`config.mk`:
```
export PLATFORM = sky130hd
export DESIGN_NAME = iou_duplicate_box_filter
export DESIGN_NICKNAME = d
export VERILOG_FILES = /design/src/sv/ioubf_pkg.sv /design/src/sv/ioubf_mul.sv /design/src/sv/ioubf_box_mem.sv /design/src/sv/ioubf_ctrl.sv /design/src/sv/iou_duplicate_box_filter.sv
export SDC_FILE = /design/constraint.sdc
export NUM_CORES = 2
export LEC_CHECK = 0
export BUFFER_PORTS_ARGS = -buffer_cell sky130_fd_sc_hd__buf_4
export CORE_UTILIZATION = 35
export CTS_CLUSTER_SIZE = 24
export DETAILED_ROUTE_END_ITERATION = 12
export GPL_TIMING_DRIVEN = 0
export PLACE_DENSITY = 0.54
export SYNTH_ARGS = -nofsm -noshare
export SYNTH_HDL_FRONTEND = slang
export SYNTH_HIERARCHICAL = 1
export SYNTH_SLANG_ARGS = --single-unit
```
`constraint.sdc`:
```
create_clock -name aclk -period 8.7 [get_ports aclk]
set_input_delay 1.74 -clock aclk [delete_from_list [all_inputs] [get_ports aclk]]
set_output_delay 1.74 -clock aclk [all_outputs]
set_load 0.005 [all_outputs]
```
`src/sv/ioubf_pkg.sv`:
```
package ioubf_pkg;

    localparam int MAX_BOXES_DEF  = 64;
    localparam int COORD_BITS_DEF = 12;

    localparam int ACTION_W    = 2;
    localparam int FIELD_W     = 12;
    localparam int THR_W       = 8;
    localparam int COUNT_OUT_W = 7;
    localparam int CFG_INDEX_W = 1;

    // action + four coordinates, padded to whole bytes
    localparam int S_TDATA_W = 56;
    // accepted + stored_count + table_full, padded to whole bytes
    localparam int M_TDATA_W = 16;

    localparam logic [THR_W-1:0] THR_NUM_RESET = 8'd9;
    localparam logic [THR_W-1:0] THR_DEN_RESET = 8'd10;

    typedef enum logic [ACTION_W-1:0] {
        ACT_CLEAR = 2'd0,
        ACT_STORE = 2'd1,
        ACT_TEST  = 2'd2
    } action_t;

    typedef enum logic [CFG_INDEX_W-1:0] {
        REG_THR_NUM = 1'b0,
        REG_THR_DEN = 1'b1
    } cfg_reg_t;

    typedef struct packed {
        logic accepted;
        logic table_full;
    } flags_t;

endpackage

```
`src/sv/ioubf_mul.sv`:
```
module ioubf_mul #(
    parameter int A_W = 25,
    parameter int B_W = 12
) (
    input  logic               aclk,
    input  logic [A_W-1:0]     op_a,
    input  logic [B_W-1:0]     op_b,
    output logic [A_W+B_W-1:0] prod
);

    logic [A_W+B_W-1:0] prod_reg;

    always_ff @(posedge aclk) begin
        prod_reg <= (A_W+B_W)'(op_a) * (A_W+B_W)'(op_b);
    end

    assign prod = prod_reg;

endmodule

```
`src/sv/ioubf_box_mem.sv`:
```
module ioubf_box_mem #(
    parameter int DEPTH  = 64,
    parameter int ADDR_W = 6,
    parameter int DATA_W = 48
) (
    input  logic              aclk,
    input  logic              wr_en,
    input  logic [ADDR_W-1:0] wr_addr,
    input  logic [DATA_W-1:0] wr_data,
    input  logic [ADDR_W-1:0] rd_addr,
    output logic [DATA_W-1:0] rd_data
);

    logic [DATA_W-1:0] box_mem [DEPTH];
    logic [DATA_W-1:0] rd_data_reg;

    always_ff @(posedge aclk) begin
        if (wr_en) begin
            box_mem[wr_addr] <= wr_data;
        end
        rd_data_reg <= box_mem[rd_addr];
    end

    assign rd_data = rd_data_reg;

endmodule

```
`src/sv/ioubf_ctrl.sv`:
```
module ioubf_ctrl #(
    parameter int MAX_BOXES  = 64,
    parameter int COORD_BITS = 12,
    localparam int CNT_W     = $clog2(MAX_BOXES + 1)
) (
    input  logic                              aclk,
    input  logic                              aresetn,
    input  logic                              start,
    input  ioubf_pkg::action_t                action,
    input  logic [ioubf_pkg::FIELD_W-1:0]     cand_x,
    input  logic [ioubf_pkg::FIELD_W-1:0]     cand_y,
    input  logic [ioubf_pkg::FIELD_W-1:0]     cand_w,
    input  logic [ioubf_pkg::FIELD_W-1:0]     cand_h,
    input  logic [ioubf_pkg::THR_W-1:0]       thr_num,
    input  logic [ioubf_pkg::THR_W-1:0]       thr_den,
    input  logic                              out_ready,
    output logic                              idle,
    output logic                              done,
    output ioubf_pkg::flags_t                 flags,
    output logic [CNT_W-1:0]                  count
);

    import ioubf_pkg::*;

    localparam int CW     = (COORD_BITS < FIELD_W) ? COORD_BITS : FIELD_W;
    localparam int AW     = (MAX_BOXES > 1) ? $clog2(MAX_BOXES) : 1;
    localparam int BOX_W  = 4 * CW;
    localparam int AREA_W = 2 * CW;
    localparam int UNI_W  = 2 * CW + 1;
    localparam int MA_W   = UNI_W;
    localparam int MB_W   = (CW > THR_W) ? CW : THR_W;
    localparam int P_W    = MA_W + MB_W;
    localparam logic [CNT_W-1:0] CNT_MAX = CNT_W'(MAX_BOXES);

    typedef enum logic [8:0] {
        S_IDLE  = 9'b000000001,
        S_CAREA = 9'b000000010,
        S_EDGE  = 9'b000000100,
        S_INTER = 9'b000001000,
        S_UNION = 9'b000010000,
        S_LHS   = 9'b000100000,
        S_RHS   = 9'b001000000,
        S_CMP   = 9'b010000000,
        S_DONE  = 9'b100000000
    } state_t;

    state_t             state_reg, state_next;
    logic [CNT_W-1:0]   cnt_reg, cnt_next;
    logic [CNT_W-1:0]   idx_reg;
    logic [CNT_W-1:0]   idx_inc;
    logic [BOX_W-1:0]   cand_reg;
    logic [BOX_W-1:0]   cand_in;
    logic [BOX_W-1:0]   rd_box;
    logic [AREA_W-1:0]  area_a_reg, area_b_reg, inter_reg;
    logic [UNI_W-1:0]   uni_reg;
    logic [P_W-1:0]     lhs_reg;
    logic [CW-1:0]      iw_reg, ih_reg;
    flags_t             flags_reg;

    logic [CW-1:0]      ax, ay, aw, ah, bx, by, bw, bh;
    logic [CW-1:0]      lx, ly;
    logic [CW:0]        a_rx, a_ry, b_rx, b_ry, rx, ry, iw_full, ih_full;
    logic [MA_W-1:0]    op_a;
    logic [MB_W-1:0]    op_b;
    logic [P_W-1:0]     mul_p;
    logic               mem_wr_en;
    logic [AW-1:0]      rd_addr;
    logic               reject;

    // coordinates masked to the configured width, packed {h, w, y, x}
    assign cand_in = {cand_h[CW-1:0], cand_w[CW-1:0], cand_y[CW-1:0], cand_x[CW-1:0]};

    assign {ah, aw, ay, ax} = cand_reg;
    assign {bh, bw, by, bx} = rd_box;

    assign idx_inc   = idx_reg + CNT_W'(1);
    assign mem_wr_en = start && (state_reg == S_IDLE) && (action == ACT_STORE)
                       && (cnt_reg < CNT_MAX);
    // next entry is fetched during the compare so it is ready at the edge step
    assign rd_addr   = (state_reg == S_CMP) ? idx_inc[AW-1:0] : idx_reg[AW-1:0];

    ioubf_box_mem #(
        .DEPTH  (MAX_BOXES),
        .ADDR_W (AW),
        .DATA_W (BOX_W)
    ) u_mem (
        .aclk    (aclk),
        .wr_en   (mem_wr_en),
        .wr_addr (cnt_reg[AW-1:0]),
        .wr_data (cand_in),
        .rd_addr (rd_addr),
        .rd_data (rd_box)
    );

    ioubf_mul #(
        .A_W (MA_W),
        .B_W (MB_W)
    ) u_mul (
        .aclk (aclk),
        .op_a (op_a),
        .op_b (op_b),
        .prod (mul_p)
    );

    // intersection edges
    assign lx      = (ax > bx) ? ax : bx;
    assign ly      = (ay > by) ? ay : by;
    assign a_rx    = {1'b0, ax} + {1'b0, aw};
    assign a_ry    = {1'b0, ay} + {1'b0, ah};
    assign b_rx    = {1'b0, bx} + {1'b0, bw};
    assign b_ry    = {1'b0, by} + {1'b0, bh};
    assign rx      = (a_rx < b_rx) ? a_rx : b_rx;
    assign ry      = (a_ry < b_ry) ? a_ry : b_ry;
    assign iw_full = (rx > {1'b0, lx}) ? rx - {1'b0, lx} : '0;
    assign ih_full = (ry > {1'b0, ly}) ? ry - {1'b0, ly} : '0;

    // in the compare step the multiplier output holds num * union
    assign reject = (inter_reg != '0) && (lhs_reg > mul_p);

    always_comb begin
        op_a = '0;
        op_b = '0;
        unique case (state_reg)
            S_CAREA: begin
                op_a = MA_W'(aw);
                op_b = MB_W'(ah);
            end
            S_EDGE: begin
                op_a = MA_W'(bw);
                op_b = MB_W'(bh);
            end
            S_INTER: begin
                op_a = MA_W'(iw_reg);
                op_b = MB_W'(ih_reg);
            end
            S_LHS: begin
                op_a = MA_W'(inter_reg);
                op_b = MB_W'(thr_den);
            end
            S_RHS: begin
                op_a = uni_reg;
                op_b = MB_W'(thr_num);
            end
            default: begin
            end
        endcase
    end

    always_comb begin
        state_next = state_reg;
        cnt_next   = cnt_reg;
        unique case (state_reg)
            S_IDLE: begin
                if (start) begin
                    state_next = S_DONE;
                    unique case (action)
                        ACT_CLEAR: cnt_next = '0;
                        ACT_STORE: begin
                            if (cnt_reg < CNT_MAX) begin
                                cnt_next = cnt_reg + CNT_W'(1);
                            end
                        end
                        ACT_TEST: begin
                            if (cnt_reg != '0) begin
                                state_next = S_CAREA;
                            end
                        end
                        default: begin
                        end
                    endcase
                end
            end
            S_CAREA: state_next = S_EDGE;
            S_EDGE:  state_next = S_INTER;
            S_INTER: state_next = S_UNION;
            S_UNION: state_next = S_LHS;
            S_LHS:   state_next = S_RHS;
            S_RHS:   state_next = S_CMP;
            S_CMP: begin
                if (reject || (idx_inc == cnt_reg)) begin
                    state_next = S_DONE;
                end else begin
                    state_next = S_EDGE;
                end
            end
            S_DONE: begin
                if (out_ready) begin
                    state_next = S_IDLE;
                end
            end
            default: state_next = S_IDLE;
        endcase
    end

    always_ff @(posedge aclk) begin
        if (!aresetn) begin
            state_reg <= S_IDLE;
            cnt_reg   <= '0;
        end else begin
            state_reg <= state_next;
            cnt_reg   <= cnt_next;
        end
    end

    always_ff @(posedge aclk) begin
        unique case (state_reg)
            S_IDLE: begin
                if (start) begin
                    cand_reg             <= cand_in;
                    idx_reg              <= '0;
                    flags_reg.accepted   <= (action == ACT_TEST);
                    flags_reg.table_full <= (action == ACT_STORE) && (cnt_reg == CNT_MAX);
                end
            end
            S_EDGE: begin
                iw_reg <= iw_full[CW-1:0];
                ih_reg <= ih_full[CW-1:0];
                // candidate area comes out of the multiplier only before the first box
                if (idx_reg == '0) begin
                    area_a_reg <= mul_p[AREA_W-1:0];
                end
            end
            S_INTER: area_b_reg <= mul_p[AREA_W-1:0];
            S_UNION: begin
                inter_reg <= mul_p[AREA_W-1:0];
                uni_reg   <= UNI_W'(area_a_reg) + UNI_W'(area_b_reg)
                             - UNI_W'(mul_p[AREA_W-1:0]);
            end
            S_RHS: lhs_reg <= mul_p;
            S_CMP: begin
                if (reject) begin
                    flags_reg.accepted <= 1'b0;
                end
                idx_reg <= idx_inc;
            end
            default: begin
            end
        endcase
    end

    assign idle  = (state_reg == S_IDLE);
    assign done  = (state_reg == S_DONE);
    assign flags = flags_reg;
    assign count = cnt_reg;

endmodule

```
`src/sv/iou_duplicate_box_filter.sv`:
```
// iou duplicate box filter
// input stream (s_*) carries one action per transaction: clear the box table,
// store a box, or test a candidate box against every stored box. a candidate
// is rejected when inter * threshold_den > threshold_num * union for any
// stored box. the output stream (m_*) returns one result per input
// transaction: accepted flag, stored box count and table-full flag.
// clear, store and unused actions, and a test on an empty table, go from idle
// straight to the done step and hand their result to the output register.
// a test on a non-empty table first reckons the candidate area, then scans the
// stored boxes in order and stops at the first rejection (all of them are
// scanned when accepted): the single shared multiplier is used four times per
// stored box, and each box costs six steps of the sequencer.
// s_tready is high only while the sequencer is idle and out of reset; one item
// is in work at a time. a finished result waits in the output register while
// m_tready is low, and the next item can be taken meanwhile; its result is
// held in the sequencer until the register frees up.
// reset empties the table and loads thresholds 9 / 10. configuration writes
// (cfg_wr_en, cfg_index, cfg_wdata) take effect at once and belong in idle
// time.
module iou_duplicate_box_filter #(
    parameter int MAX_BOXES  = ioubf_pkg::MAX_BOXES_DEF,
    parameter int COORD_BITS = ioubf_pkg::COORD_BITS_DEF
) (
    input  logic                                aclk,
    input  logic                                aresetn,
    input  logic                                s_tvalid,
    output logic                                s_tready,
    // action[1:0], box_x[13:2], box_y[25:14], box_w[37:26], box_h[49:38]
    input  logic [ioubf_pkg::S_TDATA_W-1:0]     s_tdata,
    output logic                                m_tvalid,
    input  logic                                m_tready,
    // accepted[0], stored_count[7:1], table_full[8]
    output logic [ioubf_pkg::M_TDATA_W-1:0]     m_tdata,
    input  logic                                cfg_wr_en,
    input  logic [ioubf_pkg::CFG_INDEX_W-1:0]   cfg_index,
    input  logic [ioubf_pkg::THR_W-1:0]         cfg_wdata
);

    import ioubf_pkg::*;

    localparam int CNT_W = $clog2(MAX_BOXES + 1);

    logic [THR_W-1:0]             thr_num_reg, thr_den_reg;
    logic                         m_tvalid_reg;
    logic                         m_accepted_reg, m_full_reg;
    logic [COUNT_OUT_W-1:0]       m_count_reg;

    logic                         s_accept;
    action_t                      s_action;
    logic                         ctrl_idle, ctrl_done;
    flags_t                       ctrl_flags;
    logic [CNT_W-1:0]             ctrl_count;
    logic [CNT_W+COUNT_OUT_W-1:0] count_ext;
    logic                         out_free;

    assign s_action = action_t'(s_tdata[ACTION_W-1:0]);
    assign s_tready = ctrl_idle && aresetn;
    assign s_accept = s_tvalid && s_tready;
    assign out_free = !m_tvalid_reg || m_tready;

    ioubf_ctrl #(
        .MAX_BOXES  (MAX_BOXES),
        .COORD_BITS (COORD_BITS)
    ) u_ctrl (
        .aclk      (aclk),
        .aresetn   (aresetn),
        .start     (s_accept),
        .action    (s_action),
        .cand_x    (s_tdata[ACTION_W +: FIELD_W]),
        .cand_y    (s_tdata[ACTION_W + FIELD_W +: FIELD_W]),
        .cand_w    (s_tdata[ACTION_W + 2*FIELD_W +: FIELD_W]),
        .cand_h    (s_tdata[ACTION_W + 3*FIELD_W +: FIELD_W]),
        .thr_num   (thr_num_reg),
        .thr_den   (thr_den_reg),
        .out_ready (out_free),
        .idle      (ctrl_idle),
        .done      (ctrl_done),
        .flags     (ctrl_flags),
        .count     (ctrl_count)
    );

    // count reported modulo the 7-bit field
    assign count_ext = {{COUNT_OUT_W{1'b0}}, ctrl_count};

    always_ff @(posedge aclk) begin
        if (!aresetn) begin
            thr_num_reg <= THR_NUM_RESET;
            thr_den_reg <= THR_DEN_RESET;
        end else if (cfg_wr_en) begin
            unique case (cfg_reg_t'(cfg_index))
                REG_THR_NUM: thr_num_reg <= cfg_wdata;
                REG_THR_DEN: thr_den_reg <= cfg_wdata;
            endcase
        end
    end

    always_ff @(posedge aclk) begin
        if (!aresetn) begin
            m_tvalid_reg <= 1'b0;
        end else if (out_free) begin
            m_tvalid_reg <= ctrl_done;
        end
    end

    always_ff @(posedge aclk) begin
        if (out_free && ctrl_done) begin
            m_accepted_reg <= ctrl_flags.accepted;
            m_full_reg     <= ctrl_flags.table_full;
            m_count_reg    <= count_ext[COUNT_OUT_W-1:0];
        end
    end

    assign m_tvalid = m_tvalid_reg;
    assign m_tdata  = {{(M_TDATA_W - COUNT_OUT_W - 2){1'b0}},
                       m_full_reg, m_count_reg, m_accepted_reg};

`ifndef ASSERT_OFF
    a_count_bound: assert property (@(posedge aclk) disable iff (!aresetn)
        ctrl_count <= CNT_W'(MAX_BOXES))
        else $error("box count beyond table depth");

    a_full_at_max: assert property (@(posedge aclk) disable iff (!aresetn)
        ctrl_done && ctrl_flags.table_full |-> ctrl_count == CNT_W'(MAX_BOXES))
        else $error("table full reported with free entries");

    a_flags_excl: assert property (@(posedge aclk) disable iff (!aresetn)
        ctrl_done |-> !(ctrl_flags.accepted && ctrl_flags.table_full))
        else $error("accepted and table full in one result");

    a_clear_empties: assert property (@(posedge aclk) disable iff (!aresetn)
        s_accept && (s_action == ACT_CLEAR) |=> ctrl_count == '0)
        else $error("clear did not empty the table");
`endif

endmodule
```
== Word-level counts from Yosys, hierarchy flattened ==
Memory sizes are Yosys's and may differ from the RTL's. A register that Yosys moved wholly into a read port is not among the register bits.
Cells that the tools add are included.
Word-level totals
  bits in writable memories: 3072
  flip-flop bits (word level): 294
  memories kept: 1
  output and inout port bits: 18
  logic and storage cells: 105
  input bits: 70
Memory list
  u_ctrl.u_mem.box_mem: words 64, bits a word 48, read ports 1, clocked after memory_dff 1, write ports 1, RTL line ioubf_box_mem.sv:14  | logic [DATA_W-1:0] box_mem [DEPTH];
Operators by class
  reductions and logical operators: 25
  $lt $le $gt $ge: 8
  add/subtract/negate cells: 10
  multiplexer cells: 22
  eq/ne operators: 17
  bitwise gates (word level): 1
  multiply operators: 1
Operator list (count)
  25-bit one-hot mux with 5 select lines: 1
  9-bit one-hot mux with 9 select lines: 1
  12-bit one-hot mux with 5 select lines: 1
  12-bit by 12-bit adder with 13-bit output: 4
  9-bit 2-to-1 mux: 5
  37-bit > comparator: 1
  25-bit by 12-bit multiplier with 37-bit output: 1
  7-bit one-hot mux with 2 select lines: 2
  13-bit by 12-bit > comparator with 1-bit output: 2
  13-bit < comparator: 2
  13-bit 2-to-1 mux: 2
  24-bit by 24-bit adder with 25-bit output: 1
  25-bit by 24-bit subtractor with 25-bit output: 1
  12-bit > comparator: 2
  12-bit 2-to-1 mux: 2
  24-bit nonzero test: 1
  12-bit subtractor: 2
  7-bit by 1-bit adder with 7-bit output (second input constant): 2
  7-bit 2-to-1 mux: 2
  2-bit AND reduction: 6
  9-bit by 1-bit equality test with 1-bit output (second input constant): 1
  9-bit by 2-bit equality test with 1-bit output (second input constant): 1
  9-bit by 3-bit equality test with 1-bit output (second input constant): 1
  9-bit by 4-bit equality test with 1-bit output (second input constant): 1
  other kinds (26): 39

== Logic depth before layout (Yosys ltp) ==
  word-level depth: 8
  depth in mapped cells: 30
  depth with buffers taken out: 27

== Hierarchy ==
Netlist, hierarchy kept.
Modules (own cells, without submodules)
  ioubf_box_mem: seq. area each 93209.4 um2, area each 117117.3 um2, cells each 4970, times used 1
  ioubf_ctrl: seq. area each 6776.5 um2, area each 16036.6 um2, cells each 1520, times used 1
  ioubf_mul: seq. area each 740.7 um2, area each 10095.9 um2, cells each 1158, times used 1
  iou_duplicate_box_filter: seq. area each 610.6 um2, area each 1021.0 um2, cells each 92, times used 1

== Worst setup path before layout ==
No wires, ideal clock.
  path type: reg-to-reg
  start: register u_ctrl.state_reg[7]
  end: register u_ctrl.u_mul.prod_reg[36] (netlist: u_ctrl/u_mul/prod[36])
  buffers on the path: 4
  required time: 8570 ps
  setup time: 130 ps
  slack: 908 ps
  clock period less this slack: 7792 ps
  stages on the path, launching flop included: 29
  data arrival time: 7662 ps
  path through: dfxtp_1 > buf_2 > or4_4 > nor4_2 > clkbuf_1 > a22oi_1 > nand2_1 > clkbuf_1 > clkbuf_1 > nand2_1 > fa_1 > inv_1 > fa_1 > inv_1 > fa_1 > inv_1 > fa_1 > inv_1 > fa_1 > inv_1 > ha_1 > o21a_1 > o211ai_2 > a31oi_4 > a31o_2 > a21oi_2 > o21bai_1 > a211oi_2 > o211ai_1
On the way
  cells in the longest elaborated chain, start to end: 3
  elaborated cells on any way between the ends: 8
  classes of those cells: 1 x mul; 5 x eq/ne; 2 x mux
RTL lines
  start, declared: RTL line ioubf_ctrl.sv:47  | state_t state_reg, state_next;
  start signal, assigned: RTL line ioubf_ctrl.sv:200  | state_reg <= state_next;
  9-bit by 7-bit equality test with 1-bit output (tied with other cells): RTL line ioubf_ctrl.sv:123  | unique case (state_reg)
  12-bit one-hot mux with 5 select lines (*): RTL line ioubf_ctrl.sv:123
  net u_ctrl.op_b[3]: RTL line ioubf_ctrl.sv:64  | logic [MB_W-1:0] op_b;
  25-bit by 12-bit multiplier with 37-bit output (*): RTL line ioubf_mul.sv:14  | prod_reg <= (A_W+B_W)'(op_a) * (A_W+B_W)'(op_b);
  end signal, assigned: RTL line ioubf_mul.sv:14
  end, declared: RTL line ioubf_mul.sv:11  | logic [A_W+B_W-1:0] prod_reg;
Mark *: on every way through the listed nets, which the timed path passes. The rest lies on a longest branch.
A chain may end at the register's enable or synchronous reset.

== Worst setup path in the final report ==
  start: register u_ctrl.state_reg[7]
  end: register u_ctrl.u_mul.prod_reg[31] (netlist: u_ctrl/u_mul/prod[31])
The elaborated chain is that of the path after synthesis.

==> metrics.md <==
| Metric | Value |
|---|---|
| CP max stage delay | 0.68 ns |
| Share of layout cells above drive strength 1 | 21.6% |
| Crit path time final | 8.40 ns |
| Most frequent cells in the layout | edfxtp_1, mux4_2, inv_1 |
| Post-CTS Hold Buffers | 0 |
| Die W | 644 um |
| IO Pins | 88 |
| Clk slew on worst S/H paths | 0.06 ns |
| Clock buffer count from CTS | 361 |
| Setup WS post-layout | 0.303 ns |
| Final setup viols | 0 |
| Die Footprint | 415000 sq um |
| CTS Sinks | 3414 |
| Slew Viols, Final | 21 |
| Starting Density | 35.2% |
| # rows | 235 |
| Setup_tns | 0 ns |
| Max IR drop VDD | 200 uV |
| Delay-heaviest family, CP | adder cells |
| Area Growth Syn to Fin | 16.2% |
| Post-Synthesis Cells | 7740 |
| Worst slew pin tran | 1.63 ns |
| Antenna violations before repair | 32 |
| Leakage power | 0.0555 uW |
| Die Height | 644 um |
| First-pass GRT wire length | 626000 um |
| Placed cell area | 156000 sq um |
| Crit path kind | reg2reg |
| TritonCTS clock tree | yes |
| Inst Count DP | 13453 |
| Register area share after synthesis | 70.2% |
| Worst relative slew slack | -8.67% |
| Critical path required time | 9.51 ns |
| Routed Antenna Nets | 0 |
| Longest Clk Path Bufs | 4 |
| Fin cells | 14134 |
| YS warnings | 6 |
| Fin crit share | 96.5% |
| CP Data Arrival Time | 9.20 ns |
| Fmax | 119 MHz |
| Outcome | finished with violations |
| CP Capture Type | register |
| Final WL | 451000 um |
| Starting DRC count in detailed routing | 9905 |
| Setup Skew | 0.0717 ns |
| Root buffer cell | clkbuf_16 |
| Slowest-stage cell, CP | clkbuf_1 |
| Yosys reg bits | 3414 |
| # nets final | 8952 |
| Gr usage total | 21.4% |
| Synthesized cell area | 144000 sq um |
| Cell Pwr Density | 218 nW/um^2 |
| Pin count of the biggest net entering global routing | 66 |
| Gp weighted congestion | 0.865 |
| Vias in the first global route | 80115 |
| Fillcell total | 36433 |
| Clk_lat worst skew | 0.98 ns |
| Worst Setup Slack post-DPL | -1.17 ns |
| Failing checks | max-capacitance violations, max-slew violations |
| Unrepaired setup endpoints after global routing | false |
| Final Hold Viols | 0 |
| Max reg flops | 3072 |
| DR WL/cell | 31.9 um |
| DR vias | 79868 |
| Core Region | 410000 sq um |
| DP HPWL | 316000 um |
| WP buf/inv | 6 |
| Top_reg_cell synth | edfxtp_1 |
| Post-DR vias/cell | 5.65 |
| DRC | 0 |
| Ys async rst share | 0% |
| Most common cell after layout, fill and taps aside | edfxtp_1 |
| Crit path launch type | register |
| Max Cap Violations | 2 |
| Synth cell types | 93 |
| Most used cell, CP | fa_1 |
| 1st-pass router iterations | 6 |
| IO Port Bufs | 74 |
| Avg Cell Area, Syn | 18.6 sq um |
| H-tree Lvls | 5 |
| Grt ovf | 0 |
| Worst Hold Class | reg2reg |
| Max Fanout on Critical Path | 10 |
| Post-route cell area | 168000 sq um |
| Post-synth EDFFs | 3296 |
-- worst paths after layout --
kind	startpoint	end	slack, ns	depth (start not counted)
max	u_ctrl/state_reg[7]$_SDFFE_PN0P_	u_ctrl/u_mul/prod[31]$_DFF_P_	0.30	25
max reg2reg	u_ctrl/state_reg[7]$_SDFFE_PN0P_	u_ctrl/u_mul/prod[31]$_DFF_P_	0.30	25
min	u_ctrl/u_mul/prod[32]$_DFF_P_	u_ctrl/lhs_reg[32]$_DFFE_PN_	0.43	0
min reg2reg	u_ctrl/u_mul/prod[32]$_DFF_P_	u_ctrl/lhs_reg[32]$_DFFE_PN_	0.43	0
-- synth_stat cells (all sizes together) (31+ instances only) --
cell type | instances | area, sq um
a22oi | 101 | 763
mux2i | 101 | 1010
nor2 | 237 | 890
o21ai | 77 | 404
dfxtp | 118 | 2360
xor2 | 46 | 403
nand2b | 38 | 238
xnor2 | 77 | 674
a221oi | 86 | 753
and2 | 99 | 622
nand3 | 31 | 160
a21o | 68 | 510
buf | 205 | 1260
nand2 | 408 | 1530
a21oi | 193 | 1010
o22ai | 123 | 769
nor2b | 57 | 357
fa | 260 | 5200
a22o | 69 | 604
clkbuf | 171 | 643
ha | 259 | 3240
edfxtp | 3296 | 99000
inv | 469 | 1760
a211oi | 42 | 325
nor3 | 31 | 160
mux4 | 754 | 17000
-- area by class of cell --
type / instances / area [sq um] / share of cell area [%]
sequential: 3414 / 101000 / 60.4
clock inverter: 200 / 1820 / 1.08
clock buffer: 458 / 9560 / 5.70
buffer: 370 / 1920 / 1.15
timing repair buffer: 260 / 4540 / 2.71
multi-input combinational: 3487 / 39800 / 23.8
inverter: 469 / 1760 / 1.05
antenna: 25 / 62.6 / 0.0373
tap: 5451 / 6820 / 4.07
-- power by group --
part           switching (uW)  internal [uW]  leakage [uW]
registers                77.1          18100        0.0305
logic                    2110           1210        0.0195
clock network            6460           8490       0.00558
-- logic make-up after synthesis --
logic type               count (synthesis)  synth area share (%)
flip-flops                            3414                  70.2
AND/OR/NAND/NOR                       1013                  3.29
buffers and inverters                  845                  2.54
adder cells (fa/ha/maj)                521                  5.87
other                                    1               0.00260
XOR/XNOR                               123                 0.747
multiplexers                           869                  12.6
AO/OA/AOI/OAI                          954                  4.73
-- metal layers --
layer / global-route usage (%) / share of wire [%] / up-vias
li1: - / - / 32095
met1: 29.5 / 41 / 43194
met2: 34.8 / 47 / 3796
met3: 3.79 / 8.6 / 769
met4: 6.37 / 3.3 / 14
met5: 0 / 0.023 / -
-- through the flow --
stage / util [%] / total power (uW) / hold WS [ns]
5_1_grt: 40.9 / 37600 / 0.437
4_1_cts: 40.9 / 36700 / 0.434
2_1_floorplan: - / 20600 / 0.400
3_5_place_dp: 38.1 / 21900 / 0.421
6_report: 40.9 / 36500 / 0.431
3_3_place_gp: 37.0 / 21800 / 0.414
-- repair_timing --
| action | 4_1_cts | 5_1_grt |
|---|---|---|
| gates resized for setup | 14 | 40 |
| endpoints found under the hold margin | 0 | 0 |
| setup buffers | 0 | 3 |
| pin swaps | 0 | 3 |
| endpoints found under the setup margin | 24 | 12 |
Power figures use the tool's default switching activity.
